### src/rtl/cpts_pkg.sv
// shared types and constants for the counter priority task scheduler
package cpts_pkg;

    localparam int SLOT_COUNT = 16;
    localparam int SLOT_W     = $clog2(SLOT_COUNT);
    localparam int USED_W     = $clog2(SLOT_COUNT + 1);
    localparam int PRIO_W     = 8;
    localparam int CNT_W      = 9;
    localparam int DEPTH_W    = 4;
    localparam int TICK_W     = 32;

    localparam int IN_TDATA_W  = 16;
    localparam int OUT_TDATA_W = 48;

    typedef enum logic [3:0] {
        OP_TICK  = 4'd0,
        OP_YIELD = 4'd1,
        OP_BLOCK = 4'd2,
        OP_WAKE  = 4'd3,
        OP_SPAWN = 4'd4,
        OP_SETPR = 4'd5,
        OP_EXIT  = 4'd6,
        OP_PDIS  = 4'd7,
        OP_PEN   = 4'd8
    } t_op;

    typedef enum logic [1:0] {
        ST_EMPTY = 2'd0,
        ST_RUN   = 2'd1,
        ST_WAIT  = 2'd2,
        ST_EXIT  = 2'd3
    } t_slot_stat;

    typedef enum logic [1:0] {
        RES_OK     = 2'd0,
        RES_FULL   = 2'd1,
        RES_NOWAKE = 2'd2
    } t_res;

    typedef struct packed {
        t_slot_stat          stat;
        logic [PRIO_W-1:0]   prio;
        logic [CNT_W-1:0]    cnt;
        logic [DEPTH_W-1:0]  depth;
    } t_slot_ent;

    localparam int ENT_W = $bits(t_slot_ent);

endpackage

### src/rtl/counter_priority_task_scheduler.sv
// top level of the counter priority task scheduler
//
//  channel     direction  signals                          contents
//  event in    slave      i_s_tvalid o_s_tready i_s_tdata  op, slot, priority_req
//  result out  master     o_m_tvalid i_m_tready o_m_tdata  current_slot .. tick_count
//  config      write      i_cfg_we i_cfg_wdata             init_priority
//
// one event at a time; the slot table lives in one ram with a registered read
// simple events pass through the exec and done states to the result; a reschedule
// adds a scan of the slots in use and, when all runnable counters are zero,
// a second combined recompute and scan pass
// after reset, and after each config write, slot 0 is rewritten in the ram
// before the next event is taken
// a waiting result does not block the next event; the block only holds its
// finished result while the output register is still occupied
module counter_priority_task_scheduler (
    input  logic                           i_clk,
    input  logic                           i_rst_n,
    // event transfer: [3:0] op, [7:4] slot, [15:8] priority_req
    input  logic                           i_s_tvalid,
    output logic                           o_s_tready,
    input  logic [cpts_pkg::IN_TDATA_W-1:0] i_s_tdata,
    // result transfer: [3:0] current_slot, [4] switched, [8:5] new_slot,
    // [10:9] status, [42:11] tick_count, [47:43] zero
    output logic                            o_m_tvalid,
    input  logic                            i_m_tready,
    output logic [cpts_pkg::OUT_TDATA_W-1:0] o_m_tdata,
    // init_priority register
    input  logic                           i_cfg_we,
    input  logic [cpts_pkg::PRIO_W-1:0]    i_cfg_wdata
);

    import cpts_pkg::*;

    typedef enum logic [4:0] {
        S_IDLE = 5'b00001,
        S_CFG  = 5'b00010,
        S_EXEC = 5'b00100,
        S_SCAN = 5'b01000,
        S_DONE = 5'b10000
    } t_state;

    t_state                 r_state, n_state;
    logic [3:0]             r_op, n_op;
    logic [3:0]             r_slot, n_slot;
    logic [PRIO_W-1:0]      r_preq, n_preq;
    logic [SLOT_W-1:0]      r_before, n_before;
    logic [SLOT_W-1:0]      r_run, n_run;
    logic [USED_W-1:0]      r_used, n_used;
    logic [TICK_W-1:0]      r_ticks, n_ticks;
    logic [PRIO_W-1:0]      r_init, n_init;
    logic                   r_pend, n_pend;
    logic                   r_full, n_full;
    logic [USED_W-1:0]      r_idx, n_idx;
    logic [SLOT_W-1:0]      r_cmp, n_cmp;
    logic                   r_dv, n_dv;
    logic                   r_found, n_found;
    logic [CNT_W-1:0]       r_top, n_top;
    logic [SLOT_W-1:0]      r_pick, n_pick;
    logic                   r_recomp, n_recomp;
    logic [SLOT_W-1:0]      r_newslot, n_newslot;
    t_res                   r_res, n_res;
    logic                   r_ovalid, n_ovalid;
    logic [OUT_TDATA_W-1:0] r_odata, n_odata;

    // ram port
    logic                   ram_we;
    logic [SLOT_W-1:0]      ram_waddr;
    t_slot_ent              ram_wdata;
    logic [SLOT_W-1:0]      ram_raddr;
    logic [ENT_W-1:0]       ram_rdata;

    t_slot_ent              ent;
    t_slot_ent              wr_ent;
    logic [CNT_W-1:0]       cnt_v;
    logic                   wake_bad;

    cpts_ram #(
        .WIDTH (ENT_W),
        .DEPTH (SLOT_COUNT)
    ) u_slot_ram (
        .i_clk   (i_clk),
        .i_we    (ram_we),
        .i_waddr (ram_waddr),
        .i_wdata (ram_wdata),
        .i_raddr (ram_raddr),
        .o_rdata (ram_rdata)
    );

    assign ent        = t_slot_ent'(ram_rdata);
    assign o_s_tready = (r_state == S_IDLE) && !r_pend;
    assign o_m_tvalid = r_ovalid;
    assign o_m_tdata  = r_odata;

    always_comb begin
        n_state   = r_state;
        n_op      = r_op;
        n_slot    = r_slot;
        n_preq    = r_preq;
        n_before  = r_before;
        n_run     = r_run;
        n_used    = r_used;
        n_ticks   = r_ticks;
        n_init    = r_init;
        n_pend    = r_pend;
        n_full    = r_full;
        n_idx     = r_idx;
        n_cmp     = r_cmp;
        n_dv      = r_dv;
        n_found   = r_found;
        n_top     = r_top;
        n_pick    = r_pick;
        n_recomp  = r_recomp;
        n_newslot = r_newslot;
        n_res     = r_res;
        n_ovalid  = r_ovalid;
        n_odata   = r_odata;
        ram_we    = 1'b0;
        ram_waddr = r_run;
        ram_wdata = ent;
        ram_raddr = r_run;
        wr_ent    = ent;
        cnt_v     = ent.cnt;
        wake_bad  = 1'b0;

        // result taken downstream
        if (r_ovalid && i_m_tready) begin
            n_ovalid = 1'b0;
        end

        unique case (r_state)
            S_IDLE: begin
                if (r_pend) begin
                    // refresh slot 0 from init_priority
                    ram_raddr = '0;
                    n_state   = S_CFG;
                end else if (i_s_tvalid) begin
                    n_op      = i_s_tdata[3:0];
                    n_slot    = i_s_tdata[7:4];
                    n_preq    = i_s_tdata[15:8];
                    n_before  = r_run;
                    n_res     = RES_OK;
                    n_newslot = '0;
                    if (t_op'(i_s_tdata[3:0]) == OP_WAKE) begin
                        ram_raddr = SLOT_W'(i_s_tdata[7:4]);
                    end
                    n_state = S_EXEC;
                end
            end
            S_CFG: begin
                ram_we    = 1'b1;
                ram_waddr = '0;
                if (r_full) begin
                    wr_ent.stat  = ST_RUN;
                    wr_ent.depth = '0;
                end
                wr_ent.prio = r_init;
                wr_ent.cnt  = CNT_W'(r_init);
                ram_wdata   = wr_ent;
                n_full      = 1'b0;
                n_pend      = 1'b0;
                n_state     = S_IDLE;
            end
            S_EXEC: begin
                // read data holds the current slot, or the wake target
                n_idx     = '0;
                n_dv      = 1'b0;
                n_found   = 1'b0;
                n_top     = '0;
                n_pick    = '0;
                n_recomp  = 1'b0;
                n_state   = S_DONE;
                case (r_op) inside
                    OP_TICK: begin
                        n_ticks = r_ticks + 1'b1;
                        if (ent.cnt != '0) begin
                            wr_ent.cnt = ent.cnt - 1'b1;
                        end
                        ram_we    = 1'b1;
                        ram_wdata = wr_ent;
                        if (wr_ent.cnt == '0 && ent.depth == '0) begin
                            n_state = S_SCAN;
                        end
                    end
                    OP_YIELD, OP_BLOCK, OP_EXIT: begin
                        wr_ent.cnt = '0;
                        if (r_op == OP_BLOCK) begin
                            wr_ent.stat = ST_WAIT;
                        end else if (r_op == OP_EXIT) begin
                            wr_ent.stat = ST_EXIT;
                        end
                        ram_we    = 1'b1;
                        ram_wdata = wr_ent;
                        n_state   = S_SCAN;
                    end
                    OP_WAKE: begin
                        wake_bad = (32'(r_slot) >= 32'(r_used)) ||
                                   (32'(r_slot) >= SLOT_COUNT) ||
                                   (ent.stat == ST_EMPTY) || (ent.stat == ST_EXIT);
                        if (wake_bad) begin
                            n_res = RES_NOWAKE;
                        end else begin
                            wr_ent.stat = ST_RUN;
                            ram_we      = 1'b1;
                            ram_waddr   = SLOT_W'(r_slot);
                            ram_wdata   = wr_ent;
                        end
                    end
                    OP_SPAWN: begin
                        if (32'(r_used) >= SLOT_COUNT) begin
                            n_res = RES_FULL;
                        end else begin
                            // new slot inherits the running slot's priority
                            wr_ent.stat  = ST_RUN;
                            wr_ent.prio  = ent.prio;
                            wr_ent.cnt   = CNT_W'(ent.prio);
                            wr_ent.depth = '0;
                            ram_we       = 1'b1;
                            ram_waddr    = SLOT_W'(r_used);
                            ram_wdata    = wr_ent;
                            n_newslot    = SLOT_W'(r_used);
                            n_used       = r_used + 1'b1;
                        end
                    end
                    OP_SETPR: begin
                        wr_ent.prio = r_preq;
                        wr_ent.cnt  = CNT_W'(r_preq);
                        ram_we      = 1'b1;
                        ram_wdata   = wr_ent;
                    end
                    OP_PDIS: begin
                        if (ent.depth != '1) begin
                            wr_ent.depth = ent.depth + 1'b1;
                        end
                        ram_we    = 1'b1;
                        ram_wdata = wr_ent;
                    end
                    OP_PEN: begin
                        if (ent.depth != '0) begin
                            wr_ent.depth = ent.depth - 1'b1;
                        end
                        ram_we    = 1'b1;
                        ram_wdata = wr_ent;
                    end
                    default: begin
                    end
                endcase
            end
            S_SCAN: begin
                // issue side: one read per cycle over the slots in use
                if (r_idx < r_used) begin
                    ram_raddr = SLOT_W'(r_idx);
                    n_cmp     = SLOT_W'(r_idx);
                    n_idx     = r_idx + 1'b1;
                    n_dv      = 1'b1;
                end else begin
                    n_dv = 1'b0;
                end
                // compare side: entry read last cycle, recomputed on the second pass
                if (r_dv) begin
                    if (r_recomp) begin
                        cnt_v      = {1'b0, ent.cnt[CNT_W-1:1]} + CNT_W'(ent.prio);
                        wr_ent.cnt = cnt_v;
                        ram_we     = 1'b1;
                        ram_waddr  = r_cmp;
                        ram_wdata  = wr_ent;
                    end
                    if (ent.stat == ST_RUN && (!r_found || cnt_v > r_top)) begin
                        n_found = 1'b1;
                        n_top   = cnt_v;
                        n_pick  = r_cmp;
                    end
                end else if (r_idx >= r_used) begin
                    if (!r_recomp && r_found && r_top == '0) begin
                        // all runnable counters spent: recompute and scan again
                        n_idx    = '0;
                        n_found  = 1'b0;
                        n_top    = '0;
                        n_pick   = '0;
                        n_recomp = 1'b1;
                    end else begin
                        n_run   = r_pick;
                        n_state = S_DONE;
                    end
                end
            end
            S_DONE: begin
                if (!r_ovalid || i_m_tready) begin
                    n_ovalid = 1'b1;
                    n_odata  = {5'b0, r_ticks, r_res, 4'(r_newslot),
                                (r_run != r_before), 4'(r_run)};
                    n_state  = S_IDLE;
                end
            end
            default: begin
                n_state = S_IDLE;
            end
        endcase

        if (i_cfg_we) begin
            n_init = i_cfg_wdata;
            n_pend = 1'b1;
        end
    end

    always_ff @(posedge i_clk) begin
        if (!i_rst_n) begin
            r_state  <= S_IDLE;
            r_run    <= '0;
            r_used   <= USED_W'(1);
            r_ticks  <= '0;
            r_init   <= PRIO_W'(1);
            r_pend   <= 1'b1;
            r_full   <= 1'b1;
            r_dv     <= 1'b0;
            r_recomp <= 1'b0;
            r_ovalid <= 1'b0;
        end else begin
            r_state  <= n_state;
            r_run    <= n_run;
            r_used   <= n_used;
            r_ticks  <= n_ticks;
            r_init   <= n_init;
            r_pend   <= n_pend;
            r_full   <= n_full;
            r_dv     <= n_dv;
            r_recomp <= n_recomp;
            r_ovalid <= n_ovalid;
        end
    end

    always_ff @(posedge i_clk) begin
        r_op      <= n_op;
        r_slot    <= n_slot;
        r_preq    <= n_preq;
        r_before  <= n_before;
        r_idx     <= n_idx;
        r_cmp     <= n_cmp;
        r_found   <= n_found;
        r_top     <= n_top;
        r_pick    <= n_pick;
        r_newslot <= n_newslot;
        r_res     <= n_res;
        r_odata   <= n_odata;
    end

endmodule

### src/rtl/cpts_ram.sv
// generic simple dual port ram with registered read
module cpts_ram #(
    parameter int WIDTH = 8,
    parameter int DEPTH = 16
) (
    input  logic                     i_clk,
    input  logic                     i_we,
    input  logic [$clog2(DEPTH)-1:0] i_waddr,
    input  logic [WIDTH-1:0]         i_wdata,
    input  logic [$clog2(DEPTH)-1:0] i_raddr,
    output logic [WIDTH-1:0]         o_rdata
);

    logic [WIDTH-1:0] r_mem [DEPTH];
    logic [WIDTH-1:0] r_rdata;

    always_ff @(posedge i_clk) begin
        if (i_we) begin
            r_mem[i_waddr] <= i_wdata;
        end
        r_rdata <= r_mem[i_raddr];
    end

    assign o_rdata = r_rdata;

endmodule

### config.mk
export PLATFORM = sky130hd
export DESIGN_NAME = counter_priority_task_scheduler
export DESIGN_NICKNAME = d
export VERILOG_FILES = /design/src/rtl/cpts_pkg.sv /design/src/rtl/counter_priority_task_scheduler.sv /design/src/rtl/cpts_ram.sv
export SDC_FILE = /design/constraint.sdc
export NUM_CORES = 1
export LEC_CHECK = 0
export ABC_AREA = 1
export BUFFER_PORTS_ARGS = -buffer_cell sky130_fd_sc_hd__clkbuf_2
export CELL_PAD_IN_SITES_DETAIL_PLACEMENT = 0
export CELL_PAD_IN_SITES_GLOBAL_PLACEMENT = 1
export CORE_ASPECT_RATIO = 1.75
export CORE_MARGIN = 4
export CORE_UTILIZATION = 30
export CTS_CLUSTER_SIZE = 24
export DETAILED_ROUTE_END_ITERATION = 7
export GPL_TIMING_DRIVEN = 1
export HOLD_SLACK_MARGIN = 0.1
export PLACE_DENSITY_LB_ADDON = 0.2
export SETUP_SLACK_MARGIN = 0.4
export SYNTH_ARGS = -nofsm -noshare
export SYNTH_HDL_FRONTEND = slang
export SYNTH_SLANG_ARGS = --single-unit
### constraint.sdc
create_clock -name i_clk -period 3.1 [get_ports i_clk]
set_input_delay 0.465 -clock i_clk [delete_from_list [all_inputs] [get_ports i_clk]]
set_output_delay 0.465 -clock i_clk [all_outputs]
set_load 0.05 [all_outputs]
==> results.txt, run 1 <==
----------------------------------------------------
[Timing]
  Final Hold Violating Endpoints ... 0
  Final worst path period need ... 3073 ps
  Post-route setup TNS ... 0 ps
  Maximum frequency from static timing analysis ... 325.4 MHz
  Period Utilization, post-route ... 99.13%
  Clock tree skew after final layout ... 36.96 ps
  Final setup slack of the worst path ... 27.02 ps
  Final Slew Violations ... 0
  Unrepaired setup endpoints after global routing ... true
  Final setup violating endpoints ... 0
  Worst slew margin ... 45.46%
  Slew at the pin closest to its max-slew limit ... 811.8 ps

[Floorplan]
  Core area ... 84860 sq um
  Chip Width ... 229.5 microns
  Rows ... 141
  Starting density of the core ... 30.35%
  Chip height ... 395.6 microns
  Die area ... 90790 sq um
  Number of top-level pins ... 79

[Logic synthesis]
  Flip-flop cell with the highest count after synthesis ... sky130_fd_sc_hd__edfxtp_1
  YS warnings ... 0
  Cell area after synthesis ... 25760 sq um
  Post-synthesis area per instance ... 9.522 sq um
  Instance count of the mapped netlist ... 2705
  Number of distinct library cell variants in the gate-level netlist after synthesis ... 51
  Post-synth ARST share ... 0%
  Number of enable flip-flop cells after synthesis ... 460
  Flop and latch count out of synthesis ... 542
  Share of the yosys chip area belonging to registers ... 60.00%

[Global route]
  Global-route wire length before repair ... 135300 microns
  Antenna violations before repair ... 2
  Overall track demand over capacity in global routing ... 19.97%
  Maximum number of pins on one net before global-route repair ... 70
  Via count of the first global-routing pass ... 20510
  Grt ovf ... 0

[Run]
  Maximum Capacitance Violations ... 0

[Power and ir drop]
  Worst IR drop on VDD ... 351.7 uV
  Power density over cell area ... 460.1 nW/um^2
  Leakage dissipation ... 13.62 nW

[Placement]
  Worst-case setup slack after placement ... -83.51 ps
  Gpl congestion ... 0.8944
  Total of buffers placed on input and output ports ... 73
  Total placed cells including tap cells ... 3955
  Half-perimeter wire length of the detailed placement result ... 59460 microns

[Worst setup path]
  Data required time of the critical path ... 3450 ps
  Type of origin of the critical path ... flop
  Class of the most critical setup path ... reg -> reg
  Data arrival time at the worst-slack endpoint ... 3420 ps
  Depth of the most critical reg-to-reg path ... 17
  Crit. End Element ... flop
  Max Fanout on Critical Path ... 7

[Detailed routing]
  Remaining design rule violation count ... 0
  Wire length per cell after detailed routing ... 22.74 microns
  Post-route ant nets ... 0
  Total iterations of the first detailed-routing run ... 7
  DRC violation total after the first TritonRoute iteration ... 1360
  Routed vias ... 20670
  Per-cell via count in the routed design ... 4.937
  Total wire length after detailed routing ... 95210 microns

[Worst hold path]
  Hold Path Class ... in -> reg
  Number of cells on the worst hold path ... 4

[Cells and area]
  Leading cell type in the layout, fill and taps excluded ... sky130_fd_sc_hd__inv_1
  Net count of the finished layout ... 3063
  Signed area change from the synthesized netlist to the final layout ... 30.24%
  Number of standard cells in the final layout excluding fillers ... 4187
  Fraction of layout instances using a drive strength above 1 ... 20.38%
  Commonest non-fill, non-tap cells in the layout ... sky130_fd_sc_hd__inv_1 (485), sky130_fd_sc_hd__edfxtp_1 (460), sky130_fd_sc_hd__nand2_1 (413), sky130_fd_sc_hd__nand3_1 (351), sky130_fd_sc_hd__nand4_1 (202)

[Clock network]
  Clock sink count ... 542
  Clock root buffer master ... sky130_fd_sc_hd__clkbuf_16
  Clock-pin transition on the worst setup and hold timing paths ... 70 ps
  Number of H-tree branching levels ... 2
  Clock Tree Buf Depth ... 3
  TritonCTS clock tree ... done
  Number of buffers created by CTS ... 52
  Clock insertion delay at the later pin of the skew report ... 650 ps

[Run status]
  Result of the run ... finished, final reports clean

----------------------------------------------------
## final timing paths
path	startpoint	end	slack (ps)
hold reg to reg	r_newslot[2]	o_m_tdata[7]	420
setup / recovery	u_slot_ram.o_rdata[13]	r_top[3]	30
setup reg to reg	u_slot_ram.o_rdata[13]	r_top[3]	30
hold / removal	i_m_tready	o_m_tvalid	200
## power breakdown
part	internal (mW)	switching, mW
registers	7.97	0.0277
clock network	3.77	2.96
logic	0.237	0.465
total	12.0	3.46
## sequential cells by signal, summed over array words and instances (netlist names), 5 cells and up
| name | flops |
|---|---|
| u_slot_ram.r_mem | 368 |
| o_m_tdata | 43 |
| r_ticks | 32 |
| u_slot_ram.o_rdata | 23 |
| r_top | 9 |
| r_init | 8 |
| r_preq | 8 |
| r_idx | 5 |
| r_state | 5 |
| r_used | 5 |
## cell families after synthesis
kind of cell	after synthesis	share of synthesized area (%)
buffers and inverters	649	10.06
adders and majority gates	34	1.681
and+or+nand+nor	1268	23.16
AOI/OAI and AO/OA	183	4.129
DFF	542	60.00
xor gates and xnor gates	28	0.9521
other	1	0.01456
## metal layers
metal	global-route usage (%)	share of wire [%]	vias up
met4	8.625	5.2	0
met2	39.33	55	620
met3	2.077	3.9	200
li1	-	-	9766
met5	0	0	-
met1	21.24	36	10090
## timing repair
action,CTS,global route
gates cloned,19,15
gates resized for setup,146,110
buffers inserted,53,24
pin swaps,41,51
hold endpoints to repair,24,0
endpoints found under the setup margin,563,623
hold buffers,24,0
## metrics by stage
stage	area, sq um	total power, mW	util (%)	hold WS (ps)
detailed placement	28900	8.740	34.05	411.6
floorplan	25850	8.442	-	400.3
finish	33540	15.43	39.53	201.2
CTS	32520	15.61	38.32	158.2
global route	33540	15.93	39.53	197.3
global placement	28900	8.737	34.05	409.4
## area by class of cell
| type | count | area (sq um) |
|---|---|---|
| multi-input cells | 1520 | 8672 |
| clock buffers | 64 | 1378 |
| repair buffers | 376 | 4305 |
| fillers | 8307 | 51310 |
| inverters | 508 | 1912 |
| well taps | 1144 | 1431 |
| clock inverters | 32 | 374.1 |
| diodes | 1 | 2.502 |
| flip-flops and latches | 542 | 15470 |
## cells in the mapped netlist (all sizes together) (9+ instances only)
| cell | n | area [sq um] |
|---|---|---|
| o21ai | 60 | 300.3 |
| nor4 | 9 | 56.30 |
| dfxtp | 82 | 1642 |
| nand4 | 202 | 1264 |
| nor3 | 39 | 210.2 |
| nor2 | 154 | 605.6 |
| nand2 | 458 | 1732 |
| buf | 102 | 538.0 |
| o2111ai | 13 | 113.9 |
| inv | 505 | 1896 |
| ha | 33 | 412.9 |
| nand3 | 387 | 1964 |
| xor2 | 18 | 157.7 |
| a21oi | 72 | 364.1 |
| clkbuf | 39 | 146.4 |
| edfxtp | 460 | 13810 |
| xnor2 | 10 | 87.58 |
## critical path, stage by stage (launching register included)
cell	delay, ps
sky130_fd_sc_hd__dfxtp_2	350
sky130_fd_sc_hd__ha_4	140
sky130_fd_sc_hd__inv_2	30
sky130_fd_sc_hd__fa_2	340
sky130_fd_sc_hd__buf_4	140
sky130_fd_sc_hd__xor2_1	120
sky130_fd_sc_hd__nand2_1	60
sky130_fd_sc_hd__o21ai_0	180
sky130_fd_sc_hd__inv_1	90
sky130_fd_sc_hd__ha_1	300
sky130_fd_sc_hd__a21oi_1	210
sky130_fd_sc_hd__o21ai_0	120
sky130_fd_sc_hd__nand2_1	80
sky130_fd_sc_hd__o2111ai_2	120
sky130_fd_sc_hd__o41ai_2	70
sky130_fd_sc_hd__nand2_1	110
sky130_fd_sc_hd__nand2_2	130
sky130_fd_sc_hd__nand3_4	150
(Power assumes the default switching activity.)
==> inputs of run 2 (changes only) <==
GPL_TIMING_DRIVEN = 0   (was 1)
==> run 2 against run 1 <==
The flow now finishes with violations (setup timing). Power increased by 0.77%. Clock-buffer cell count decreased by 7. Register-to-register slack got worse by 200 ps.
==> results.txt, run 2 (synthesis results as in run 1) <==
----------------------------------------------------
[Run status]
  Result of the run ... finished with violations (was finished, final reports clean)
  Violations in the final reports ... setup timing

[Power and ir drop]
  Switching share of power ... 23.47% (was 22.40%)
  Switching power of the nets ... 3.650 mW (was 3.457 mW)
  Clk network pwr share ... 43.2% (was 43.6%)
  Worst IR drop on VDD ... 266.4 uV (was 351.7 uV)
  Leakage dissipation ... 14.28 nW (was 13.62 nW)
  Internal portion of total power ... 11.90 mW (was 11.98 mW)
  Power density over cell area ... 440.6 nW/um^2 (was 460.1 nW/um^2)
  Sequential share of power ... 51.5% (was 51.8%)
  Relative contribution of combinational cells to total power ... 5.3% (was 4.5%)

[Detailed routing]
  Wire length on met1 ... 34440 microns (was 33940 microns)
  Highest metal used ... met4 (unchanged)
  Post-route ant nets ... 0 (unchanged)
  DRC violation total after the first TritonRoute iteration ... 1405 (was 1360)
  Met2 routed WL ... 57570 microns (was 52620 microns)
  Routed vias ... 21300 (was 20670)
  Remaining design rule violation count ... 0 (unchanged)
  Total iterations of the first detailed-routing run ... 5 (was 7)
  Met3 wire length ... 4163 microns (was 3681 microns)
  Total wire length after detailed routing ... 106000 microns (was 95210 microns)
  Wire length per cell after detailed routing ... 24.86 microns (was 22.74 microns)
  Per-cell via count in the routed design ... 4.994 (was 4.937)

[Cells and area]
  Leading cell type in the layout, fill and taps excluded ... sky130_fd_sc_hd__inv_1 (unchanged)
  Antenna cell count ... 0 (was 1)
  Commonest non-fill, non-tap cells in the layout ... sky130_fd_sc_hd__inv_1 (482), sky130_fd_sc_hd__edfxtp_1 (460), sky130_fd_sc_hd__nand2_1 (398), sky130_fd_sc_hd__nand3_1 (262), sky130_fd_sc_hd__nand4_1 (202) (was sky130_fd_sc_hd__inv_1 (485), sky130_fd_sc_hd__edfxtp_1 (460), sky130_fd_sc_hd__nand2_1 (413), sky130_fd_sc_hd__nand3_1 (351), sky130_fd_sc_hd__nand4_1 (202))
  Most flops, register ... u_slot_ram.r_mem (unchanged)
  Fraction of layout instances using a drive strength above 1 ... 26.50% (was 20.38%)
  Flip-flop count of the largest register, all copies and words added ... 368 (unchanged)
  Signed area change from the synthesized netlist to the final layout ... 37.03% (was 30.24%)
  End-of-flow core utilization ... 41.59% (was 39.53%)
  Net count of the finished layout ... 3144 (was 3063)

[Run]
  Maximum Capacitance Violations ... 0 (unchanged)

[Clock network]
  Clock-pin transition on the worst setup and hold timing paths ... 70 ps (about the same)
  Clock sink count ... 542 (unchanged)
  Number of buffers created by CTS ... 52 (unchanged)
  Clock insertion delay at the later pin of the skew report ... 650 ps (about the same)
  Clock Tree Buf Depth ... 3 (unchanged)
  TritonCTS clock tree ... done (unchanged)
  Number of H-tree branching levels ... 2 (unchanged)
  Clock root buffer master ... sky130_fd_sc_hd__clkbuf_16 (unchanged)

[Worst setup path]
  Data arrival time at the worst-slack endpoint ... 3650 ps (was 3420 ps)
  Crit. End Element ... flop (unchanged)
  Max Fanout on Critical Path ... 7 (unchanged)
  Data required time of the critical path ... 3480 ps (was 3450 ps)
  CP Launch Point ... u_slot_ram.o_rdata[5] (was u_slot_ram.o_rdata[13])
  Class of the most critical setup path ... reg -> reg (unchanged)
  Critical R2R Launch ... u_slot_ram.o_rdata[5] (was u_slot_ram.o_rdata[13])
  Type of origin of the critical path ... flop (unchanged)

[Global route]
  Maximum number of pins on one net before global-route repair ... 24 (was 70)
  Via count of the first global-routing pass ... 21130 (was 20510)
  Antenna violations before repair ... 2 (unchanged)
  Grt ovf ... 0 (unchanged)
  Overall track demand over capacity in global routing ... 21.71% (was 19.97%)
  Global-route wire length before repair ... 143800 microns (was 135300 microns)

[Placement]
  Half-perimeter wire length of the detailed placement result ... 73370 microns (was 59460 microns)
  Total of buffers placed on input and output ports ... 72 (was 73)
  Gpl congestion ... 0.8970 (was 0.8944)
  Worst-case setup slack after placement ... -1079 ps (was -83.51 ps)

[Timing]
  Final Hold Violating Endpoints ... 0 (unchanged)
  Worst slew margin ... 28.18% (was 45.46%)
  Final Slew Violations ... 0 (unchanged)
  Slew at the pin closest to its max-slew limit ... 1067 ps (was 811.8 ps)
  Unrepaired setup endpoints after global routing ... true (unchanged)
  Period Utilization, post-route ... 105.5% (was 99.13%)
  Clock tree skew after final layout ... 33.91 ps (was 36.96 ps)
  Final worst path period need ... 3271 ps (was 3073 ps)
  Final setup violating endpoints ... 30 (was 0)
  Final setup slack of the worst path ... -170.9 ps (was 27.02 ps)
  Maximum frequency from static timing analysis ... 305.7 MHz (was 325.4 MHz)

[Floorplan]
  Number of top-level pins ... 79 (unchanged)
  Starting density of the core ... 30.35% (unchanged)
  Core area ... 84860 sq um (unchanged)
  Rows ... 141 (unchanged)
  Chip height ... 395.6 microns (unchanged)
  Die area ... 90790 sq um (unchanged)
  Chip Width ... 229.5 microns (unchanged)

[Worst hold path]
  Hold_sp ... i_cfg_wdata[4] (was i_m_tready)
  Hold Path Class ... in -> reg (unchanged)

----------------------------------------------------
-- run 2: changes by cell type in the layout (fill, tap and decap cells not counted), moves of 16 or more --
cell                      before  now
sky130_fd_sc_hd__buf_6        43   78
sky130_fd_sc_hd__buf_2         1   24
sky130_fd_sc_hd__buf_4       132   88
sky130_fd_sc_hd__nand3_2      26   93
sky130_fd_sc_hd__nand3_4      11   32
sky130_fd_sc_hd__nand3_1     351  262
sky130_fd_sc_hd__nor2_4       28   44
-- run 2: layout make-up --
type | instances | area [sq um]
timing repair inverter | 1 | 5.005
multi-input combinational | 1527 | 9724
timing repair buffer | 308 | 3551
clock inverter | 37 | 394.1
buffer | 141 | 1406
clock buffer | 57 | 1341
sequential | 542 | 15490
inverter | 508 | 1949
tap | 1144 | 1431
fill | 8171 | 49570
-- run 2: critical path, stage by stage, from the launching register on --
cell and delay (ps):
sky130_fd_sc_hd__dfxtp_4 380, sky130_fd_sc_hd__ha_4 130, sky130_fd_sc_hd__inv_2 30, sky130_fd_sc_hd__fa_2 340, sky130_fd_sc_hd__inv_2 60, sky130_fd_sc_hd__nand3_2 60, sky130_fd_sc_hd__nand2_2 80, sky130_fd_sc_hd__nand2_2 70
sky130_fd_sc_hd__buf_4 140, sky130_fd_sc_hd__buf_4 130, sky130_fd_sc_hd__nand2_4 50, sky130_fd_sc_hd__o22ai_4 80, sky130_fd_sc_hd__ha_1 340, sky130_fd_sc_hd__a21oi_1 130, sky130_fd_sc_hd__o21ai_1 80, sky130_fd_sc_hd__nand2_1 80
sky130_fd_sc_hd__o2111ai_2 160, sky130_fd_sc_hd__o41ai_4 90, sky130_fd_sc_hd__nand2_2 160, sky130_fd_sc_hd__nand2_2 110, sky130_fd_sc_hd__nand3_4 100, sky130_fd_sc_hd__buf_16 210
-- run 2: metal layers --
| metal | track usage [%] | vias up |
|---|---|---|
| li1 | - | 9944 |
| met1 | 20.84 | 10370 |
| met2 | 42.51 | 714 |
| met3 | 2.365 | 275 |
| met4 | 15.06 | 0 |
| met5 | 0 | - |
-- run 2: power groups by stage --
stage                     Sequential [mW]  Combinational [mW]  Clock (mW)
final                                8.01               0.832        6.71
after global routing                 8.00               0.877        7.12
after CTS                            8.00               0.750        6.85
after detailed placement             8.17               0.642           0
after global placement               8.18               0.566           0
after floorplan                      8.15               0.291           0
-- run 2: worst paths after layout --
path	slack, ps	depth (start not counted)	end
hold reg to reg	420	0	o_m_tdata[6]
setup reg to reg	-170	21	r_top[7]
setup / recovery	-170	21	r_top[7]
hold / removal	130	3	r_init[4]
-- run 2: metrics by stage --
step	std cells	TNS, ps	hold WS [ps]	power, mW	instance area (sq um)
4_1_cts	4174	-4474	103.0	15.60	32310
2_1_floorplan	2709	0	400.3	8.442	25850
5_1_grt	4265	-5424	134.1	16.00	35290
3_5_place_dp	3948	-415880	404.5	8.809	28260
3_3_place_gp	3925	-1028950	405.4	8.748	27650
6_report	4265	-2577	126.4	15.55	35290
-- run 2: timing repair --
item                                    4_1_cts  5_1_grt
buffers inserted                             96       72
hold buffers                                 23        0
gates cloned                                 13       19
resized for setup                           228      502
endpoints found under the setup margin      785      694
pin swaps                                    51      112
endpoints found under the hold margin        23        0
==> inputs of run 3 (changes only) <==
RECOVER_POWER = 50   (was default)
==> run 3 against run 2 <==
The flow still finishes with violations (setup timing). Setup slack better by 3.3 ps. Combinational power hardly changed. Sequential share of layout area is 0.089 points higher. Clock power hardly changed.
==> results.txt, run 3 (synthesis results as in run 1) <==
----------------------------------------------------
[Timing]
  Final Hold Violating Endpoints ... 0 (unchanged)
  Final setup violating endpoints ... 30 (unchanged)
  Worst slew margin ... 18.13% (was 28.18%)
  Slew at the pin closest to its max-slew limit ... 1223 ps (was 1067 ps)
  Unrepaired setup endpoints after global routing ... true (unchanged)
  Final setup slack of the worst path ... -167.5 ps (was -170.9 ps)
  Period Utilization, post-route ... 105.4% (was 105.5%)
  Post-route worst hold slack ... 125.1 ps (was 126.4 ps)
  Final Slew Violations ... 0 (unchanged)
  Maximum frequency from static timing analysis ... 306.0 MHz (was 305.7 MHz)
  Clock tree skew after final layout ... 35.09 ps (was 33.91 ps)
  Final worst path period need ... 3268 ps (was 3271 ps)

[Global route]
  Global-route wire length before repair ... 143800 microns (unchanged)
  Via count of the first global-routing pass ... 21130 (unchanged)
  Overall track demand over capacity in global routing ... 21.71% (unchanged)
  Maximum number of pins on one net before global-route repair ... 24 (unchanged)
  Grt ovf ... 0 (unchanged)
  Antenna violations before repair ... 2 (unchanged)

[Run status]
  Result of the run ... finished with violations (unchanged)
  Violations in the final reports ... setup timing (unchanged)

[Worst setup path]
  Destination of the critical timing path ... r_top[7] (unchanged)
  CP Launch Point ... u_slot_ram.o_rdata[5] (unchanged)
  Slowest-stage cell, CP ... sky130_fd_sc_hd__dfxtp_4 (unchanged)
  Depth of the most critical reg-to-reg path ... 21 (unchanged)
  Class of the most critical setup path ... reg -> reg (unchanged)
  Crit. End Element ... flop (unchanged)
  Data required time of the critical path ... 3480 ps (about the same)
  Slowest stage delay, CP ... 380 ps (about the same)
  Critical R2R Launch ... u_slot_ram.o_rdata[5] (unchanged)
  Type of origin of the critical path ... flop (unchanged)
  Series of cell instances along the critical path ... ha_4 > inv_2 > fa_2 > inv_2 > nand3_2 > nand2_2 > nand2_2 > buf_4 > buf_4 > nand2_4 > o22ai_4 > ha_1 > a21oi_1 > o21ai_1 > nand2_1 > o2111ai_2 > o41ai_4 > nand2_2 > nand2_2 > nand3_4 > buf_16 (unchanged)
  Reg-to-reg slack, setup ... -170 ps (about the same)
  Max Fanout on Critical Path ... 7 (unchanged)
  Most repeated library cell on the critical path ... sky130_fd_sc_hd__nand2_2 (unchanged)
  Reg2Reg Capture Point ... r_top[7] (unchanged)
  Data arrival time at the worst-slack endpoint ... 3650 ps (about the same)

[Clock network]
  Clock sink count ... 542 (unchanged)
  Clock-pin transition on the worst setup and hold timing paths ... 70 ps (about the same)
  Clock insertion delay at the later pin of the skew report ... 650 ps (about the same)
  Clock root buffer master ... sky130_fd_sc_hd__clkbuf_16 (unchanged)
  Number of buffers created by CTS ... 52 (unchanged)
  Clock Tree Buf Depth ... 3 (unchanged)
  Number of H-tree branching levels ... 2 (unchanged)
  TritonCTS clock tree ... done (unchanged)

[Power and ir drop]
  Clk network pwr share ... 43.2% (about the same)
  Worst IR drop on VDD ... 266.5 uV (was 266.4 uV)
  Relative contribution of combinational cells to total power ... 5.3% (about the same)
  Switching share of power ... 23.49% (was 23.47%)
  Internal portion of total power ... 11.90 mW (about the same)
  Power density over cell area ... 441.5 nW/um^2 (was 440.6 nW/um^2)
  Switching power of the nets ... 3.653 mW (was 3.650 mW)
  Leakage dissipation ... 14.18 nW (was 14.28 nW)
  Design Power ... 15.55 mW (about the same)
  Sequential share of power ... 51.5% (about the same)

[Placement]
  Placed cell areas ... 28260 sq um (unchanged)
  Total of buffers placed on input and output ports ... 72 (unchanged)
  Worst-case setup slack after placement ... -1079 ps (unchanged)
  Half-perimeter wire length of the detailed placement result ... 73370 microns (unchanged)
  Gpl congestion ... 0.8970 (unchanged)

[Detailed routing]
  Post-route ant nets ... 0 (unchanged)
  Per-cell via count in the routed design ... 4.970 (was 4.994)
  Total wire length after detailed routing ... 106100 microns (was 106000 microns)
  Wire length per cell after detailed routing ... 24.88 microns (was 24.86 microns)
  Routed vias ... 21200 (was 21300)
  Remaining design rule violation count ... 0 (unchanged)
  Total iterations of the first detailed-routing run ... 6 (was 5)
  DRC violation total after the first TritonRoute iteration ... 1474 (was 1405)

[Cells and area]
  Most flops, register ... u_slot_ram.r_mem (unchanged)
  Signed area change from the synthesized netlist to the final layout ... 36.75% (was 37.03%)
  Flip-flop count of the largest register, all copies and words added ... 368 (unchanged)
  Fraction of layout instances using a drive strength above 1 ... 25.22% (was 26.50%)
  Antenna cell count ... 0 (unchanged)
  Net count of the finished layout ... 3144 (unchanged)
  Filler cell count in the final layout ... 8197 (was 8171)
  Commonest non-fill, non-tap cells in the layout ... sky130_fd_sc_hd__inv_1 (482), sky130_fd_sc_hd__edfxtp_1 (460), sky130_fd_sc_hd__nand2_1 (399), sky130_fd_sc_hd__nand3_1 (262), sky130_fd_sc_hd__nand4_1 (202) (was sky130_fd_sc_hd__inv_1 (482), sky130_fd_sc_hd__edfxtp_1 (460), sky130_fd_sc_hd__nand2_1 (398), sky130_fd_sc_hd__nand3_1 (262), sky130_fd_sc_hd__nand4_1 (202))
  Leading cell type in the layout, fill and taps excluded ... sky130_fd_sc_hd__inv_1 (unchanged)
  Final instance area ... 35220 sq um (was 35290 sq um)

[Run]
  Maximum Capacitance Violations ... 0 (unchanged)

[Floorplan]
  Chip height ... 395.6 microns (unchanged)
  Rows ... 141 (unchanged)
  Core area ... 84860 sq um (unchanged)
  Die area ... 90790 sq um (unchanged)
  Chip Width ... 229.5 microns (unchanged)
  Starting density of the core ... 30.35% (unchanged)
  Number of top-level pins ... 79 (unchanged)

[Worst hold path]
  Hold Path Class ... in -> reg (unchanged)

----------------------------------------------------
-- run 3: cell types whose count changed in the layout (fill, tap and decap cells not counted), sizes merged --
cell / delta
buf: -5
clkbuf: +5
-- run 3: metal layers --
metal  share of wire [%]  vias up  global-route usage, %
met1                  33    10310                  20.84
met5                   0        -                      0
met4                 9.2        0                  15.06
li1                    -     9945                      -
met3                 3.8      267                  2.365
met2                  54      674                  42.51
-- run 3: worst min path at each step --
stage | cells after the start | end | from
3_3_place_gp | 0 | o_m_tdata[7] | r_newslot[2]
6_report | 3 | r_init[4] | i_cfg_wdata[4]
4_1_cts | 3 | r_init[4] | i_cfg_wdata[4]
3_5_place_dp | 0 | o_m_tdata[6] | r_newslot[1]
5_1_grt | 3 | r_init[4] | i_cfg_wdata[4]
2_1_floorplan | 0 | o_m_tdata[10] | r_res[1]
-- run 3: power groups by stage --
stage	sequential (mW)	clock, mW	combinational (mW)
global route	8.00	7.12	0.872
floorplan	8.15	0	0.291
detailed placement	8.17	0	0.642
global placement	8.18	0	0.566
CTS	8.00	6.85	0.750
finish	8.00	6.72	0.829
-- run 3: what timing repair did --
item / CTS / global route
hold buffers: 23 / 0
pin swaps: 51 / 112
cloned: 13 / 19
resized for setup: 228 / 502
setup endpoints to repair: 785 / 694
setup buffers: 96 / 72
endpoints found under the hold margin: 23 / 0
-- run 3: per-stage QoR --
| step | utilization (%) | std cells | TNS, ps |
|---|---|---|---|
| floorplan | - | 2709 | 0 |
| global placement | 32.58 | 3925 | -1028950 |
| detailed placement | 33.30 | 3948 | -415880 |
| CTS | 38.07 | 4174 | -4474 |
| global route | 41.51 | 4265 | -6112 |
| finish | 41.51 | 4265 | -2514 |
-- run 3: area by class of cell --
cell class / count / area, sq um / area share (%)
Sequential cell: 542 / 15490 / 43.98
Multi-Input combinational cell: 1527 / 9702 / 27.55
Timing Repair Buffer: 308 / 3502 / 9.943
Inverter: 508 / 1949 / 5.535
Tap cell: 1144 / 1431 / 4.064
Buffer: 141 / 1406 / 3.993
Clock buffer: 57 / 1341 / 3.808
Clock inverter: 37 / 394.1 / 1.119
Timing Repair inverter: 1 / 5.005 / 0.01421
-- run 3: critical path: cells and delay by family, from the launching register on --
| kind | cells | cell delay (ps) |
|---|---|---|
| fa+ha+maj | 3 | 810 |
| simple gates | 8 | 700 |
| buf+inv | 5 | 570 |
| compound gates | 5 | 540 |
| flops | 1 | 380 |
